--- src/rtl/idea_pkg.sv ---
// ----------------------------------------------------------------------------
// idea_pkg
// Shared constants and arithmetic for the IDEA cipher unit.
// ----------------------------------------------------------------------------
package idea_pkg;

    localparam int IDEA_ROUNDS = 8;
    localparam int WORD_W      = 16;
    localparam int BLOCK_W     = 64;
    localparam int KEY_W       = 128;
    localparam int CFG_IDX_W   = 2;

    localparam logic [CFG_IDX_W-1:0] CFG_KEY_UPPER    = 2'd0;
    localparam logic [CFG_IDX_W-1:0] CFG_KEY_LOWER    = 2'd1;
    localparam logic [CFG_IDX_W-1:0] CFG_DECRYPT_MODE = 2'd2;

    // Multiply modulo 65537, word 0 stands for 65536.
    // 2^16 == -1 (mod 65537), so p mod 65537 = lo - hi, folded once.
    function automatic logic [15:0] idea_mulm(input logic [15:0] a, input logic [15:0] b);
        logic [16:0] x;
        logic [16:0] y;
        logic [33:0] p;
        logic [17:0] diff;
        x    = (a == 16'd0) ? 17'h10000 : {1'b0, a};
        y    = (b == 16'd0) ? 17'h10000 : {1'b0, b};
        p    = 34'(x) * 34'(y);
        diff = {2'b00, p[15:0]} - {1'b0, p[32:16]};
        if (diff[17]) begin
            diff = diff + 18'd65537;
        end
        return diff[15:0];
    endfunction

endpackage

--- src/rtl/idea_round.sv ---
// ----------------------------------------------------------------------------
// idea_round
// One IDEA round in three register stages with per-stage valid and ready.
// ----------------------------------------------------------------------------
module idea_round (
    input  logic                          aclk,
    input  logic                          aresetn,
    input  logic                          in_valid,
    output logic                          in_ready,
    input  logic [idea_pkg::BLOCK_W-1:0]  in_x,
    input  logic [idea_pkg::WORD_W-1:0]   z [6],
    output logic                          out_valid,
    input  logic                          out_ready,
    output logic [idea_pkg::BLOCK_W-1:0]  out_x
);
    import idea_pkg::*;

    typedef struct packed {
        logic [15:0] a;
        logic [15:0] b;
        logic [15:0] c;
        logic [15:0] d;
    } abcd_t;

    typedef struct packed {
        logic [15:0] a;
        logic [15:0] b;
        logic [15:0] c;
        logic [15:0] d;
        logic [15:0] f;
        logic [15:0] m;
    } mix_t;

    logic  va_reg, vb_reg, vc_reg;
    logic  en_a, en_b, en_c;
    abcd_t sa_reg, sa_next;
    mix_t  sb_reg, sb_next;
    logic [BLOCK_W-1:0] x_reg, x_next;
    logic [15:0] t, u;

    assign en_c     = !vc_reg || out_ready;
    assign en_b     = !vb_reg || en_c;
    assign en_a     = !va_reg || en_b;
    assign in_ready = en_a;

    always_comb begin
        sa_next.a = idea_mulm(in_x[63:48], z[0]);
        sa_next.b = in_x[47:32] + z[1];
        sa_next.c = in_x[31:16] + z[2];
        sa_next.d = idea_mulm(in_x[15:0], z[3]);
    end

    always_comb begin
        sb_next.a = sa_reg.a;
        sb_next.b = sa_reg.b;
        sb_next.c = sa_reg.c;
        sb_next.d = sa_reg.d;
        sb_next.f = sa_reg.b ^ sa_reg.d;
        sb_next.m = idea_mulm(sa_reg.a ^ sa_reg.c, z[4]);
    end

    always_comb begin
        t      = idea_mulm(sb_reg.f + sb_reg.m, z[5]);
        u      = sb_reg.m + t;
        x_next = {sb_reg.a ^ t, sb_reg.c ^ t, sb_reg.b ^ u, sb_reg.d ^ u};
    end

    always_ff @(posedge aclk) begin
        if (!aresetn) begin
            va_reg <= 1'b0;
            vb_reg <= 1'b0;
            vc_reg <= 1'b0;
        end else begin
            if (en_a) begin
                va_reg <= in_valid;
            end
            if (en_b) begin
                vb_reg <= va_reg;
            end
            if (en_c) begin
                vc_reg <= vb_reg;
            end
        end
    end

    always_ff @(posedge aclk) begin
        if (en_a) begin
            sa_reg <= sa_next;
        end
        if (en_b) begin
            sb_reg <= sb_next;
        end
        if (en_c) begin
            x_reg <= x_next;
        end
    end

    assign out_valid = vc_reg;
    assign out_x     = x_reg;

endmodule

--- config.mk ---
export PLATFORM = sky130hd
export DESIGN_NAME = idea_round
export DESIGN_NICKNAME = d
export VERILOG_FILES = /design/src/rtl/idea_pkg.sv /design/src/rtl/idea_round.sv
export SDC_FILE = /design/constraint.sdc
export NUM_CORES = 2
export LEC_CHECK = 0
export ABC_CLOCK_PERIOD_IN_PS = 32600
export CAP_MARGIN = 20
export CORE_MARGIN = 10
export CORE_UTILIZATION = 25
export CTS_CLUSTER_DIAMETER = 120
export CTS_CLUSTER_SIZE = 12
export DETAILED_ROUTE_END_ITERATION = 6
export DONT_BUFFER_PORTS = 1
export GPL_ROUTABILITY_DRIVEN = 0
export PLACE_DENSITY = 0.44
export SLEW_MARGIN = 20
export SYNTH_ARGS = -nofsm -noshare
export SYNTH_HDL_FRONTEND = slang
export SYNTH_SLANG_ARGS = --single-unit
--- constraint.sdc ---
create_clock -name aclk -period 32.6 [get_ports aclk]
set_input_delay 3.26 -clock aclk [delete_from_list [all_inputs] [get_ports aclk]]
set_output_delay 3.26 -clock aclk [all_outputs]
set_load 0.02 [all_outputs]
Yosys cells after proc, flatten, opt, wreduce, memory -nomap -nowiden
Cells that the tools add are included.

Word-level logic and storage cells: 62. Output and inout bits: 66. Register bits: 227. Bits of input ports: 164.

Add/sub/neg operators: 12. $mul: 4. Multiplexer cells: 12. Reductions and logical operators: 14. Bitwise operators: 6.

Operator list (number): 2-to-1 mux 17 bit (8); multiplier 17 x 17 -> 33 bit (4); zero test 16 bit (8); bitwise XOR 16 bit (6); subtractor 16 x 17 -> 18 bit (4); adder 16 x 1 -> 16 bit (second input constant) (4); adder 16 bit (4); 2-to-1 mux 16 bit (4); zero test 1 bit (3); logical OR 1 bit (3).

Logic depth before layout (Yosys ltp)
Word-level depth: 9. Depth in mapped cells: 55.

Worst setup path after synthesis
No wires, ideal clock.

Kind: input-to-reg. From: input port z[3] (netlist bit). To: register x_reg[15], in the netlist out_x[15], data pin. Arrival time: 13.970 ns. Library setup time: 0.268 ns. Cell stages on the path: 47. Setup slack: 18.362 ns. Required time: 32.332 ns. Cell sequence: clkbuf_1 nor4_1 and4_1 clkbuf_1 clkbuf_1 nand2_1 fa_1 fa_1 inv_1 fa_1 fa_1 fa_1 inv_1 fa_1 inv_1 ha_1 nor4_1 nand2_1 [... 11 more ...] a31oi_1 o21ai_1 a211oi_1 buf_2 o21ai_0 xor2_1 inv_1 ha_1 a21oi_1 o21ai_0 a31o_2 a21oi_1 nor2_1 o41ai_1 o2111ai_1 a21oi_1 xnor2_1 xnor3_1.

Cells in the longest elaborated chain, start to end: 8.

Ends and longest elaborated chain: from (decl) (RTL line idea_round.sv:11) `input logic [idea_pkg::WORD_W-1:0] z [6],`; zero test 16 bit (RTL line idea_pkg.sv:25) `y = (b == 16'd0) ? 17'h10000 : {1'b0, b};`; 2-to-1 mux 17 bit (*) (RTL line idea_pkg.sv:25); multiplier 17 x 17 -> 33 bit (*) (RTL line idea_pkg.sv:26) `p = 34'(x) * 34'(y);`; subtractor 16 x 17 -> 18 bit (*) (RTL line idea_pkg.sv:27) `diff = {2'b00, p[15:0]} - {1'b0, p[32:16]};`; adder 16 x 1 -> 16 bit (RTL line idea_pkg.sv:29) `diff = diff + 18'd65537;`; 2-to-1 mux 16 bit (*) (RTL line idea_pkg.sv:28) `if (diff[17]) begin`; adder 16 bit (*) (RTL line idea_round.sv:64) `u = sb_reg.m + t;`; bitwise XOR 16 bit (*) (RTL line idea_round.sv:65) `x_next = {sb_reg.a ^ t, sb_reg.c ^ t, sb_reg.b ^ u, sb_reg.d ^ u};`; net x_next[15] (RTL line idea_round.sv:38) `logic [BLOCK_W-1:0] x_reg, x_next;`; to (signal assigned) (RTL line idea_round.sv:94) `x_reg <= x_next;`; to (decl) (RTL line idea_round.sv:38).

The timed path passes the listed nets; every way through them passes the cells marked *. A chain may end at the register's enable or synchronous reset.

Final worst setup path
From: input port z[0] (netlist bit). To: register x_reg[31], in the netlist out_x[31], data pin.

The elaborated chain is that of the path after synthesis.

==> impl_metrics.toml <==
[timing]
fin_worst_skew_ns = 0.0262
hold_ws_ns = 0.471
setup_tns_ns = 0
fin_crit_sh_pct = 44.0
slew_viol_final = 0
rsz0062_at_grt = "no"
setup_viol = 0
fmax_mhz = 69.7
tightestPinTransition_ns = 1.02
hold_viol_final = 0
max_slew_margin_pct = 32.1
period_minus_slack_ns = 14.35

[logic_synthesis]
synth_mux_area_share_pct = 0.0266
synth_area_mm2 = 0.0517
synth_ff_type = "edfxtp_1"
synth.distinct_cells = 80
postSynth.asyncResetShare_pct = 0
synth_cells = 5623
synth-edff-count = 224
synth.top_cell.area_share_pct = 34.9
synth_nets = 7234
synth_compound_area_share_pct = 6.77
yosys_register_bits = 227
synthSimpleGateAreaFrac_pct = 15.6
synthAdderAreaFrac_pct = 48.1
synthTopCellsByArea = "fa_1, ha_1, edfxtp_1, inv_1, nand2_1"
synth_top_cell_by_area = "fa_1"
syn_area_per_cell_um2 = 9.19
ys_warn_count = 0
synth-xor-area-share_pct = 6.45
yosysSeqAreaShare_pct = 13.1
netlist_top_cells_count = "inv_1, fa_1, nand2_1"
yosys.cell_count.top_type = "inv_1"
synth_top_family_by_area = "adder cells"

[grt]
grt_max_degree = 74
grt_use_total_pct = 14.0
overflow = 0
antenna_found_initial = 5
grt_pass1_wl_um = 246000
grt_pass1_vias = 40100

[drt]
drcViolationCount = 0
vias = 36800
drt-initial-drc-count = 1941
via_per_inst = 4.50
ant_nets = 0
firstDrtPassIters = 5
post_drt_wl_per_cell_um = 19.3
routed_wirelength_um = 158000

[critical_path]
cp.required_ns = 32.91
cp_max_fo = 18
cp.arrival_ns = 14.65
cp_num_buf_inv = 6
critPathMaxStageDelay_ns = 0.64
critical_path_class = "in -> reg"
critPathSlowestCell = "o41ai_1"
critPathLaunchType = "primary input"
end_kind = "flip-flop"
worst_path_dominant_cell_family = "adder cells"

[clocking]
hold_buffers = 0
ctsResizeCount = 0
cts_max_level = 1
clockBufferDepth = 3
clkTransAtPathRegs_ns = 0.07
cts_setup_buffers = 0
cts_tree = "built"
numCtsBuffers = 22
root_buffer = "clkbuf_16"
clk_latency_ns = 0.56
cts.sinks = 227

[die]
die_x_um = 475
ioPinCount = 230
die_area_mm2 = 0.225
die_h_um = 475
row_count = 166
core_mm2 = 0.205
start_util_pct = 25.2

[placement]
hpwl_um = 128000
dp_cells = 8139
numPortBuffers = 0

[finish]
syn_to_final_growth_pct = 6.92
instances_no_fill = 8175
largest_reg_flops = 96
drive_gt1_share_pct = 1.95
num-nets-final = 7086

[run]
maxCapViolCount = 0

[min_path]
hp-class = "reg -> reg"

[status]
status = "finished, final reports clean"
==> cell type report <==
| class | instances | area, um2 |
|---|---|---|
| fill | 21900 | 150000 |
| multi-input combinational | 4040 | 39900 |
| sequential | 227 | 6790 |
| inverter | 1146 | 4300 |
| tap | 2688 | 3360 |
| clock buffer | 33 | 592 |
| timing repair buffer | 38 | 285 |
| clock inverter | 1 | 30.0 |
| antenna | 2 | 5.00 |
==> per-layer routing <==
metal,vias to the layer above,wire length (um),GRT usage [%]
met5,-,0,0
met4,0,4830,3.90
met3,178,6780,1.59
met2,760,78600,24.9
met1,18800,67500,17.8
li1,17100,-,-
==> kinds of logic (layout without fill, tap and decap cells) <==
family,count (synthesis),after routing
flip-flops,227,227
adder cells (fa/ha/maj),1447,1447
AO/OA/AOI/OAI,534,534
buffers and inverters,1356,1218
other,0,2
XOR/XNOR,369,369
multiplexers,1,1
AND/OR/NAND/NOR,1689,1689
==> placed cells by master, fill, tap and decap left out, types with 6 or more instances in the layout <==
cell and n:
nor3_1 44, xor2_2 6, fa_1 900, nand2_1 874, and3_1 31, o211ai_1 16
o31ai_1 11, xnor2_2 7, xor2_1 145, o21ai_0 102, nand4_1 23, o21a_1 39
a31o_2 7, a21o_1 58, o2111ai_1 9, nor2_1 125, or3_1 11, xnor2_1 207
nor4_1 37, clkbuf_16 22, a21oi_1 152, inv_1 1145, buf_4 38, a211o_1 9
o21bai_1 29, nor2b_1 37, nand2b_1 21, nand3_1 36, and4_1 11, a21boi_0 18
a31oi_1 7, edfxtp_1 224, a2111oi_0 10, a211oi_1 17, ha_1 547, and2_1 401
clkbuf_1 11
==> worst paths after layout <==
| path | startpoint | end | slack (ns) | cells after the start |
|---|---|---|---|---|
| worst max-delay path | z[0] | out_x[31] | 18.25 | 46 |
| worst max register to register | sb_reg[0] | out_x[31] | 18.37 | 52 |
| worst min-delay path | sa_reg[13] | sb_reg[45] | 0.47 | 0 |
| worst min register to register | sa_reg[13] | sb_reg[45] | 0.47 | 0 |
==> through the flow <==
step	instance area (um2)	worst slack, ns	util (%)
after floorplan	51700	18.36	-
final	55200	18.25	26.9
after global routing	55200	17.41	26.9
after global placement	54600	17.75	26.6
after detailed placement	54600	17.85	26.6
after CTS	55200	18.38	26.9
Power is not shown: default switching activity piles up to over one toggle a cycle in this logic, so the estimate is an artifact.
